## src/hdl/trm_pkg.sv

```systemverilog
`timescale 1ns / 1ps
`default_nettype none

package trm_pkg;

  // Sensor kind codes
  localparam logic [2:0] KIND_NONE    = 3'd0;
  localparam logic [2:0] KIND_WORD    = 3'd1;
  localparam logic [2:0] KIND_UBYTE   = 3'd2;
  localparam logic [2:0] KIND_SBYTE_A = 3'd3;
  localparam logic [2:0] KIND_SBYTE_B = 3'd4;

  // Case read request codes
  localparam logic [1:0] NEXT_BYTE_CH0 = 2'd0;
  localparam logic [1:0] NEXT_WORD_CH1 = 2'd1;
  localparam logic [1:0] NEXT_LOCAL    = 2'd2;
  localparam logic [1:0] NEXT_NONE     = 2'd3;

  // Configuration register indexes
  localparam int CfgIdxW = 3;
  localparam int CfgDataW = 13;
  localparam logic [CfgIdxW-1:0] REG_SENSOR_KIND  = 3'd0;
  localparam logic [CfgIdxW-1:0] REG_SHOW_CASE    = 3'd1;
  localparam logic [CfgIdxW-1:0] REG_USE_FAHR     = 3'd2;
  localparam logic [CfgIdxW-1:0] REG_ALERT_ON     = 3'd3;
  localparam logic [CfgIdxW-1:0] REG_ALERT_CLEAR  = 3'd4;
  localparam logic [CfgIdxW-1:0] REG_CPU_WARN     = 3'd5;
  localparam logic [CfgIdxW-1:0] REG_CASE_WARN    = 3'd6;

  // Threshold reset values, tenths of a degree
  localparam logic signed [12:0] ALERT_ON_RST    = 13'sd850;
  localparam logic signed [12:0] ALERT_CLEAR_RST = 13'sd750;
  localparam logic signed [12:0] CPU_WARN_RST    = 13'sd750;
  localparam logic signed [12:0] CASE_WARN_RST   = 13'sd550;

  // Stream widths
  localparam int InDataW  = 32;
  localparam int InUserW  = 2;
  localparam int OutDataW = 56;
  localparam int OutUserW = 5;

  // Case source probe sequence
  typedef enum logic [4:0] {
    PROBE_UNKNOWN  = 5'b00001,
    PROBE_TRY_CH1  = 5'b00010,
    PROBE_BYTE_CH0 = 5'b00100,
    PROBE_WORD_CH1 = 5'b01000,
    PROBE_ABSENT   = 5'b10000
  } trm_probe_e;

  typedef struct packed {
    logic [2:0]        sensor_kind;
    logic              show_case;
    logic              use_fahrenheit;
    logic signed [12:0] alert_on;
    logic signed [12:0] alert_clear;
    logic signed [12:0] cpu_warn;
    logic signed [12:0] case_warn;
  } trm_cfg_t;

  typedef struct packed {
    logic        cpu_ok;
    logic [15:0] cpu_raw;
    logic        case_ok;
    logic [15:0] case_raw;
  } trm_item_t;

  // Result fields after the state update, display still before the final /10
  typedef struct packed {
    logic signed [12:0] cpu_tenths;
    logic signed [12:0] case_tenths;
    logic signed [12:0] peak_tenths;
    logic               have_cpu;
    logic               have_case;
    logic               alert_fire;
    logic               alert_active;
    logic               display_red;
    logic [1:0]         next_case_read;
    logic signed [13:0] disp_pre;
  } trm_res_t;

  // Two-byte reading: (signed word * 10) / 256, truncated toward zero
  function automatic logic signed [12:0] dec_word(input logic [15:0] raw);
    logic signed [19:0] x;
    logic signed [19:0] p;
    logic signed [19:0] adj;
    x   = 20'(signed'(raw));
    p   = (x <<< 3) + (x <<< 1);
    adj = p + (p[19] ? 20'sd255 : 20'sd0);
    return 13'(adj >>> 8);
  endfunction

  // Signed byte times ten
  function automatic logic signed [12:0] dec_sbyte(input logic [7:0] raw);
    logic signed [12:0] x;
    x = 13'(signed'(raw));
    return (x <<< 3) + (x <<< 1);
  endfunction

  // Unsigned byte times ten
  function automatic logic signed [12:0] dec_ubyte(input logic [7:0] raw);
    logic signed [12:0] x;
    x = signed'({5'd0, raw});
    return (x <<< 3) + (x <<< 1);
  endfunction

endpackage

`default_nettype wire

```

## src/hdl/trm_cfg_regs.sv

```systemverilog
`timescale 1ns / 1ps
`default_nettype none

module trm_cfg_regs
  import trm_pkg::*;
(
  input  wire logic                clk_i,
  input  wire logic                rst_ni,
  input  wire logic                cfg_we_i,
  input  wire logic [CfgIdxW-1:0]  cfg_idx_i,
  input  wire logic [CfgDataW-1:0] cfg_data_i,
  output trm_cfg_t                 cfg_o
);

  trm_cfg_t cfg_q, cfg_d;

  // Register write decode
  always_comb begin
    cfg_d = cfg_q;
    if (cfg_we_i) begin
      case (cfg_idx_i)
        REG_SENSOR_KIND: cfg_d.sensor_kind    = cfg_data_i[2:0];
        REG_SHOW_CASE:   cfg_d.show_case      = cfg_data_i[0];
        REG_USE_FAHR:    cfg_d.use_fahrenheit = cfg_data_i[0];
        REG_ALERT_ON:    cfg_d.alert_on       = signed'(cfg_data_i);
        REG_ALERT_CLEAR: cfg_d.alert_clear    = signed'(cfg_data_i);
        REG_CPU_WARN:    cfg_d.cpu_warn       = signed'(cfg_data_i);
        REG_CASE_WARN:   cfg_d.case_warn      = signed'(cfg_data_i);
        default: ;
      endcase
    end
  end

  always_ff @(posedge clk_i or negedge rst_ni) begin
    if (!rst_ni) begin
      cfg_q.sensor_kind    <= KIND_NONE;
      cfg_q.show_case      <= 1'b0;
      cfg_q.use_fahrenheit <= 1'b0;
      cfg_q.alert_on       <= ALERT_ON_RST;
      cfg_q.alert_clear    <= ALERT_CLEAR_RST;
      cfg_q.cpu_warn       <= CPU_WARN_RST;
      cfg_q.case_warn      <= CASE_WARN_RST;
    end else begin
      cfg_q <= cfg_d;
    end
  end

  assign cfg_o = cfg_q;

endmodule

`default_nettype wire

```

## src/hdl/trm_track.sv

```systemverilog
`timescale 1ns / 1ps
`default_nettype none

module trm_track
  import trm_pkg::*;
(
  input  wire logic clk_i,
  input  wire logic rst_ni,
  input  trm_cfg_t  cfg_i,
  input  wire logic upd_i,
  input  trm_item_t item_i,
  output trm_res_t  res_o
);

  // x / 5 truncated toward zero: |x| * 52429 >> 18, exact for |x| < 52428
  localparam logic [15:0] Div5Mul = 16'd52429;

  function automatic logic signed [13:0] div5(input logic signed [16:0] a);
    logic [15:0] mag;
    logic [31:0] prod;
    logic [13:0] q;
    mag  = a[16] ? 16'(-a) : a[15:0];
    prod = 32'(mag) * 32'(Div5Mul);
    q    = prod[31:18];
    return a[16] ? -signed'(q) : signed'(q);
  endfunction

  logic signed [12:0] cpu_val_q, cpu_val_d;
  logic signed [12:0] case_val_q, case_val_d;
  logic signed [12:0] peak_q, peak_d;
  logic               cpu_seen_q, cpu_seen_d;
  logic               case_seen_q, case_seen_d;
  logic               peak_vld_q, peak_vld_d;
  logic               latch_q, latch_d;
  trm_probe_e         probe_q, probe_d;

  logic               fire;
  logic               active;
  logic [1:0]         next_rd;
  logic signed [12:0] sel;
  logic signed [16:0] sel9;
  logic signed [13:0] q5;
  logic               red;

  // Decode, probe sequence, peak and alert hysteresis
  always_comb begin
    cpu_val_d   = cpu_val_q;
    case_val_d  = case_val_q;
    peak_d      = peak_q;
    cpu_seen_d  = cpu_seen_q;
    case_seen_d = case_seen_q;
    peak_vld_d  = peak_vld_q;
    latch_d     = latch_q;
    probe_d     = probe_q;
    fire        = 1'b0;
    active      = 1'b1;
    next_rd     = NEXT_NONE;

    case (cfg_i.sensor_kind)
      KIND_WORD: begin
        if (item_i.cpu_ok) begin
          cpu_val_d  = dec_word(item_i.cpu_raw);
          cpu_seen_d = 1'b1;
        end
        case (probe_q)
          PROBE_UNKNOWN: begin
            if (item_i.case_ok) begin
              case_val_d  = dec_sbyte(item_i.case_raw[7:0]);
              case_seen_d = 1'b1;
              probe_d     = PROBE_BYTE_CH0;
            end else begin
              case_seen_d = 1'b0;
              probe_d     = PROBE_TRY_CH1;
            end
          end
          PROBE_TRY_CH1: begin
            if (item_i.case_ok) begin
              case_val_d  = dec_word(item_i.case_raw);
              case_seen_d = 1'b1;
              probe_d     = PROBE_WORD_CH1;
            end else begin
              case_seen_d = 1'b0;
              probe_d     = PROBE_ABSENT;
            end
          end
          PROBE_BYTE_CH0: begin
            if (item_i.case_ok) begin
              case_val_d  = dec_sbyte(item_i.case_raw[7:0]);
              case_seen_d = 1'b1;
            end else begin
              case_seen_d = 1'b0;
            end
          end
          PROBE_WORD_CH1: begin
            if (item_i.case_ok) begin
              case_val_d  = dec_word(item_i.case_raw);
              case_seen_d = 1'b1;
            end else begin
              case_seen_d = 1'b0;
            end
          end
          default: case_seen_d = 1'b0;
        endcase
        case (probe_d)
          PROBE_UNKNOWN, PROBE_BYTE_CH0: next_rd = NEXT_BYTE_CH0;
          PROBE_TRY_CH1, PROBE_WORD_CH1: next_rd = NEXT_WORD_CH1;
          default:                       next_rd = NEXT_NONE;
        endcase
      end
      KIND_UBYTE: begin
        if (item_i.cpu_ok) begin
          cpu_val_d  = dec_ubyte(item_i.cpu_raw[7:0]);
          cpu_seen_d = 1'b1;
        end
        if (item_i.case_ok) begin
          case_val_d = dec_ubyte(item_i.case_raw[7:0]);
        end
        case_seen_d = item_i.case_ok;
        next_rd     = NEXT_LOCAL;
      end
      KIND_SBYTE_A, KIND_SBYTE_B: begin
        if (item_i.cpu_ok) begin
          cpu_val_d  = dec_sbyte(item_i.cpu_raw[7:0]);
          cpu_seen_d = 1'b1;
        end
        if (item_i.case_ok) begin
          case_val_d = dec_sbyte(item_i.case_raw[7:0]);
        end
        case_seen_d = item_i.case_ok;
        next_rd     = NEXT_LOCAL;
      end
      default: active = 1'b0;
    endcase

    if (active && cpu_seen_d) begin
      if (!peak_vld_q || (cpu_val_d > peak_q)) begin
        peak_d     = cpu_val_d;
        peak_vld_d = 1'b1;
      end
      if (cpu_val_d >= cfg_i.alert_on) begin
        if (!latch_q) begin
          latch_d = 1'b1;
          fire    = 1'b1;
        end
      end else if (cpu_val_d < cfg_i.alert_clear) begin
        latch_d = 1'b0;
      end
    end
  end

  // Display select; Fahrenheit takes x * 9 / 5 here, the final /10 comes later
  always_comb begin
    sel  = cfg_i.show_case ? case_val_d : cpu_val_d;
    sel9 = (17'(sel) <<< 3) + 17'(sel);
    q5   = div5(sel9);
    if (cfg_i.show_case) begin
      red = case_seen_d && (case_val_d >= cfg_i.case_warn);
    end else begin
      red = cpu_seen_d && (cpu_val_d >= cfg_i.cpu_warn);
    end
  end

  always_comb begin
    res_o.cpu_tenths     = cpu_val_d;
    res_o.case_tenths    = case_val_d;
    res_o.peak_tenths    = peak_vld_d ? peak_d : 13'sd0;
    res_o.have_cpu       = cpu_seen_d;
    res_o.have_case      = case_seen_d;
    res_o.alert_fire     = fire;
    res_o.alert_active   = latch_d;
    res_o.display_red    = red;
    res_o.next_case_read = next_rd;
    res_o.disp_pre       = cfg_i.use_fahrenheit ? (q5 + 14'sd325) : (14'(sel) + 14'sd5);
  end

  always_ff @(posedge clk_i or negedge rst_ni) begin
    if (!rst_ni) begin
      cpu_val_q   <= '0;
      case_val_q  <= '0;
      peak_q      <= '0;
      cpu_seen_q  <= 1'b0;
      case_seen_q <= 1'b0;
      peak_vld_q  <= 1'b0;
      latch_q     <= 1'b0;
      probe_q     <= PROBE_UNKNOWN;
    end else if (upd_i) begin
      cpu_val_q   <= cpu_val_d;
      case_val_q  <= case_val_d;
      peak_q      <= peak_d;
      cpu_seen_q  <= cpu_seen_d;
      case_seen_q <= case_seen_d;
      peak_vld_q  <= peak_vld_d;
      latch_q     <= latch_d;
      probe_q     <= probe_d;
    end
  end

endmodule

`default_nettype wire

```

## src/hdl/trm_div10.sv

```systemverilog
`timescale 1ns / 1ps
`default_nettype none

module trm_div10
  import trm_pkg::*;
(
  input  wire logic signed [13:0] pre_i,
  output logic signed [9:0]       disp_o
);

  // |x| * 52429 >> 19 equals |x| / 10 for |x| below 26214
  localparam logic [15:0] Div10Mul = 16'd52429;

  logic [13:0]        mag;
  logic [29:0]        prod;
  logic [10:0]        quo;
  logic signed [10:0] res;

  // Truncating divide by ten, sign restored afterwards
  always_comb begin
    mag    = pre_i[13] ? 14'(-pre_i) : pre_i[13:0];
    prod   = 30'(mag) * 30'(Div10Mul);
    quo    = prod[29:19];
    res    = pre_i[13] ? -signed'(quo) : signed'(quo);
    disp_o = res[9:0];
  end

endmodule

`default_nettype wire

```

## src/hdl/thermal_reading_monitor_core.sv

```systemverilog
`timescale 1ns / 1ps
`default_nettype none
// A result passes the input register, the state-update register and the output register
// before it is presented on the master side. Throughput: one transfer per cycle; these
// registers form a three-deep pipeline stalled only by m_axis_tready.
// Reset (rst_ni low, asynchronous): pipeline empty, readings, flags, peak and alert
// cleared, probe sequence back to unknown source, configuration at its defaults.

module thermal_reading_monitor_core
  import trm_pkg::*;
(
  input  wire logic                clk_i,
  input  wire logic                rst_ni,
  // Configuration writes
  input  wire logic                cfg_we_i,
  input  wire logic [CfgIdxW-1:0]  cfg_idx_i,
  input  wire logic [CfgDataW-1:0] cfg_data_i,
  // Input stream
  input  wire logic                s_axis_tvalid,
  output logic                     s_axis_tready,
  // [15:0] cpu_raw, [31:16] case_raw
  input  wire logic [InDataW-1:0]  s_axis_tdata,
  // [0] cpu_ok, [1] case_ok
  input  wire logic [InUserW-1:0]  s_axis_tuser,
  // Result stream
  output logic                     m_axis_tvalid,
  input  wire logic                m_axis_tready,
  // [12:0] cpu_tenths, [25:13] case_tenths, [38:26] peak_tenths,
  // [48:39] display_value, [50:49] next_case_read, [55:51] zero
  output logic [OutDataW-1:0]      m_axis_tdata,
  // [0] have_cpu, [1] have_case, [2] alert_fire, [3] alert_active, [4] display_red
  output logic [OutUserW-1:0]      m_axis_tuser
);

  trm_cfg_t  cfg;
  trm_item_t in_q;
  logic      in_vld_q;
  trm_res_t  res;
  trm_res_t  mid_q;
  logic      mid_vld_q;
  logic      out_vld_q;
  logic [OutDataW-1:0] out_data_q;
  logic [OutUserW-1:0] out_user_q;
  logic signed [9:0]   disp;

  logic in_xfer;
  logic upd;
  logic mid_free;
  logic ld_out;

  trm_cfg_regs u_cfg (
    .clk_i      (clk_i),
    .rst_ni     (rst_ni),
    .cfg_we_i   (cfg_we_i),
    .cfg_idx_i  (cfg_idx_i),
    .cfg_data_i (cfg_data_i),
    .cfg_o      (cfg)
  );

  // Pipeline flow control
  assign ld_out        = mid_vld_q && (!out_vld_q || m_axis_tready);
  assign mid_free      = !mid_vld_q || ld_out;
  assign upd           = in_vld_q && mid_free;
  assign s_axis_tready = !in_vld_q || upd;
  assign in_xfer       = s_axis_tvalid && s_axis_tready;

  always_ff @(posedge clk_i or negedge rst_ni) begin
    if (!rst_ni) begin
      in_vld_q  <= 1'b0;
      mid_vld_q <= 1'b0;
      out_vld_q <= 1'b0;
    end else begin
      if (in_xfer) begin
        in_vld_q <= 1'b1;
      end else if (upd) begin
        in_vld_q <= 1'b0;
      end
      if (upd) begin
        mid_vld_q <= 1'b1;
      end else if (ld_out) begin
        mid_vld_q <= 1'b0;
      end
      if (ld_out) begin
        out_vld_q <= 1'b1;
      end else if (m_axis_tready) begin
        out_vld_q <= 1'b0;
      end
    end
  end

  // Input register
  always_ff @(posedge clk_i) begin
    if (in_xfer) begin
      in_q.cpu_ok   <= s_axis_tuser[0];
      in_q.case_ok  <= s_axis_tuser[1];
      in_q.cpu_raw  <= s_axis_tdata[15:0];
      in_q.case_raw <= s_axis_tdata[31:16];
    end
  end

  trm_track u_track (
    .clk_i  (clk_i),
    .rst_ni (rst_ni),
    .cfg_i  (cfg),
    .upd_i  (upd),
    .item_i (in_q),
    .res_o  (res)
  );

  // Post-update result register
  always_ff @(posedge clk_i) begin
    if (upd) begin
      mid_q <= res;
    end
  end

  trm_div10 u_div10 (
    .pre_i  (mid_q.disp_pre),
    .disp_o (disp)
  );

  // Output register
  always_ff @(posedge clk_i) begin
    if (ld_out) begin
      out_data_q <= {5'd0, mid_q.next_case_read, disp, mid_q.peak_tenths,
                     mid_q.case_tenths, mid_q.cpu_tenths};
      out_user_q <= {mid_q.display_red, mid_q.alert_active, mid_q.alert_fire,
                     mid_q.have_case, mid_q.have_cpu};
    end
  end

  assign m_axis_tvalid = out_vld_q;
  assign m_axis_tdata  = out_data_q;
  assign m_axis_tuser  = out_user_q;

endmodule

`default_nettype wire

```

## config.mk

```make
export PLATFORM = sky130hd
export DESIGN_NAME = thermal_reading_monitor_core
export DESIGN_NICKNAME = d
export VERILOG_FILES = /design/src/hdl/trm_pkg.sv /design/src/hdl/trm_cfg_regs.sv /design/src/hdl/trm_track.sv /design/src/hdl/trm_div10.sv /design/src/hdl/thermal_reading_monitor_core.sv
export SDC_FILE = /design/constraint.sdc
export NUM_CORES = 1
export LEC_CHECK = 0
export ABC_CLOCK_PERIOD_IN_PS = 16860
export BUFFER_PORTS_ARGS = -buffer_cell sky130_fd_sc_hd__buf_2
export CAP_MARGIN = 20
export CORE_ASPECT_RATIO = 1.5
export CORE_MARGIN = 2
export CORE_UTILIZATION = 30
export CTS_BUF_LIST = sky130_fd_sc_hd__clkbuf_8
export DETAILED_ROUTE_END_ITERATION = 10
export PLACE_DENSITY_LB_ADDON = 0.05
export SETUP_SLACK_MARGIN = 0.4
export SLEW_MARGIN = 40
export SYNTH_ARGS = -nofsm -noshare
export SYNTH_HDL_FRONTEND = slang
export SYNTH_SLANG_ARGS = --single-unit
```

## constraint.sdc

```tcl
create_clock -name clk_i -period 16.86 [get_ports clk_i]
set_input_delay 0.843 -clock clk_i [delete_from_list [all_inputs] [get_ports clk_i]]
set_output_delay 0.843 -clock clk_i [all_outputs]
set_load 0.05 [all_outputs]
```

==> run metrics <==
status complete, no violations; largest net degree at the start of global routing 69; gr usage total 17.2%; Port Buf Inserts 112; grt ovf 0; Worst setup SP type flip-flop; multi-input logic area 0.0156 mm2; Max clock buf depth 3; first-pass GRT wire length 111,000 um; worst reg2reg path startpoint in_q[17]$_DFFE_PP_; routed via count between 15k and 20k; Die Area 0.0839 mm2; Cells after Synth 2,478; top-area cell type share of the netlist area 18.4%; Final setup viols 0; Sequential cell area roughly 0.0072 mm2; H-tree depth 2; TritonCTS clock tree built; Critical R2R Capture mid_q[10]$_DFFE_PP_; Avg Inst Size Synth 9.87 um2; post-detail-place hpwl 58,000 um; Hold Vio Cnt, Final 0; CTS Buf Count 47; antenna-violating nets left 0; DR top layer met5; slowest stage delay, CP between 0.6 and 0.7 ns; #FFs+latches synth 258; Final #Nets 3,169; top post-synthesis cells by count inv_1, ha_1, nand2_1; fill count 8,381; hold_buf cts 0; Rows 128; antenna violations before repair 2; worst-path fanout max 8; clock slew at reported path FFs around 0.060 ns; RSZ-0062 raised after global routing false; Die Y 354 um; TNS Setup 0 ns; critical path class flip-flop to flip-flop; clock skew 0.0489 ns; Chip Width 237 um; worst path required time 17.23 ns; minimum clock period around 15 ns; ys flop type edfxtp_1; Sink Count 258; Slew Viols, Final 0; core area slightly above 0.08 mm2; share of layout cells above drive strength 1 between 10% and 20%; Yosys top cell by area edfxtp_1; slack of the worst reg-to-reg path ~2.1 ns; routed wl met2 36,600 um; gpl congestion 0.854; Routed Wire Length 71,800 um; drt pass-1 iters 5; fin crit share between 80 and 90%; unique cell type count in the Yosys netlist 100; M1 WL 30,500 um; FF-to-FF path depth 53; initial core utilization 30.2%; warnings from Yosys 0; DR WL/cell a little under 20 um; Crit. End Element flip-flop; vias in the first global route 19.0k; Mapped Area around 0.024 mm2; synth top area cells edfxtp_1, ha_1, fa_1; root buf cell clkbuf_8; clock insertion delay at the later pin of the skew report between 0.6 and 0.7 ns; Post-synth EDFFs 150; met3 routed WL around 2200 um; via/cell ratio 4.92; Worst-Margin Slew 0.854 ns; Worst path slowest cell nor4_1; CTS resizes 0; number of max-cap violations 0; Rel. slew slack 42.7%; Max Fclk 0.0679 GHz; Critical Path Source in_q[17]$_DFFE_PP_; critical path arrival 15.09 ns; Hold Path Class input pin to asynchronous set/reset pin; fraction of registers with async set/reset 41.9%; most common cell in the netlist inv_1; initial drt markers between 800 and 900; setup bufs post-CTS 0; io pins about 120; Most common cell on crit path ha_1; Seq/Total Area, Yosys 29.6%; area added between synthesis and finish 11.7%; CP Capture Point mid_q[10]$_DFFE_PP_; DR DRC count 0
## area by class of cell
cell class              instances  share of cell area, %
well taps                    1040                   4.76
diodes                          1                0.00916
repair buffers                151                   3.19
inverters                     369                   5.07
clock inverters                37                  0.733
clock buffers                  50                   2.52
multi-input cells            1793                   57.2
flip-flops and latches        258                   26.5
## cells by family (layout without fill, tap and decap cells)
kind of cell,after synthesis,in the layout,share of synthesized area [%]
DFF,258,258,29.6
xor gates and xnor gates,144,144,5.18
muxes,94,94,4.19
and+or+nand+nor,565,565,11.7
buffers and inverters,431,607,6.83
AOI/OAI and AO/OA,491,491,13.0
other,1,6,0.0153
adders and majority gates,494,494,29.5
## state kept, by name, indices dropped and copies added, names as in the netlist
| name | flops |
|---|---|
| mid_q | 60 |
| u_cfg.cfg_o | 57 |
| m_axis_tdata | 51 |
| in_q | 34 |
| u_track.case_val_q | 13 |
| u_track.cpu_val_q | 13 |
| u_track.peak_q | 13 |
| m_axis_tuser | 5 |
| u_track.probe_q | 5 |
| in_vld_q | 1 |
| m_axis_tvalid | 1 |
| mid_vld_q | 1 |
| u_track.case_seen_q | 1 |
| u_track.cpu_seen_q | 1 |
| u_track.latch_q | 1 |
| u_track.peak_vld_q | 1 |
## cell usage in the layout (no fill, tap or decap), types with 34 or more instances in the layout
master and instances:
nand2_1 152, xnor2_1 92, mux2_2 65, edfxtp_1 150
clkbuf_8 50, buf_4 38, o21ai_0 140, nor2b_1 36
a21oi_1 124, nand3_1 43, buf_2 111, xor2_1 47
inv_1 383, nor2_1 129, ha_1 356, fa_1 138
dfrtp_1 84, nand2b_1 34
## per-layer routing
layer	track usage, %	vias up
met1	20.5	8810
met4	5.85	2
li1	-	8938
met2	31.6	324
met3	2.27	115
met5	0	-
## metrics by stage
step	cell area, um2	hold WS [ns]	util [%]	setup slack (ns)	std cells
global placement	26300	0.404	32.5	2.14	3608
detailed placement	26400	0.405	32.6	2.13	3610
global route	27300	0.0831	33.7	0.723	3699
floorplan	24500	0.400	-	3.59	2482
finish	27300	0.106	33.7	2.14	3699
CTS	27300	0.0478	33.7	2.03	3697
## worst min path at each step
stage / from / end / slack [ns] / cells past startpoint
after floorplan: mid_q[47]$_DFFE_PP_ / m_axis_tdata[0]$_DFFE_PP_ / 0.40 / 0
after global placement: mid_q[57]$_DFFE_PP_ / m_axis_tdata[10]$_DFFE_PP_ / 0.40 / 0
after detailed placement: mid_q[39]$_DFFE_PP_ / m_axis_tdata[18]$_DFFE_PP_ / 0.40 / 0
after CTS: rst_ni / in_vld_q$_DFFE_PN0P_ / 0.05 / 1
after global routing: rst_ni / in_vld_q$_DFFE_PN0P_ / 0.08 / 1
final: rst_ni / in_vld_q$_DFFE_PN0P_ / 0.11 / 1
## critical path: cells and delay by family, from the launching register on
kind / cells / cell delay, ns
fa+ha+maj: 11 / 4.26
simple gates: 13 / 4.04
compound gates: 16 / 3.76
xor+xnor: 7 / 1.47
buf+inv: 6 / 0.51
flops: 1 / 0.38
Power is not shown: default switching activity piles up to over one toggle a cycle in this logic, so the estimate is an artifact.
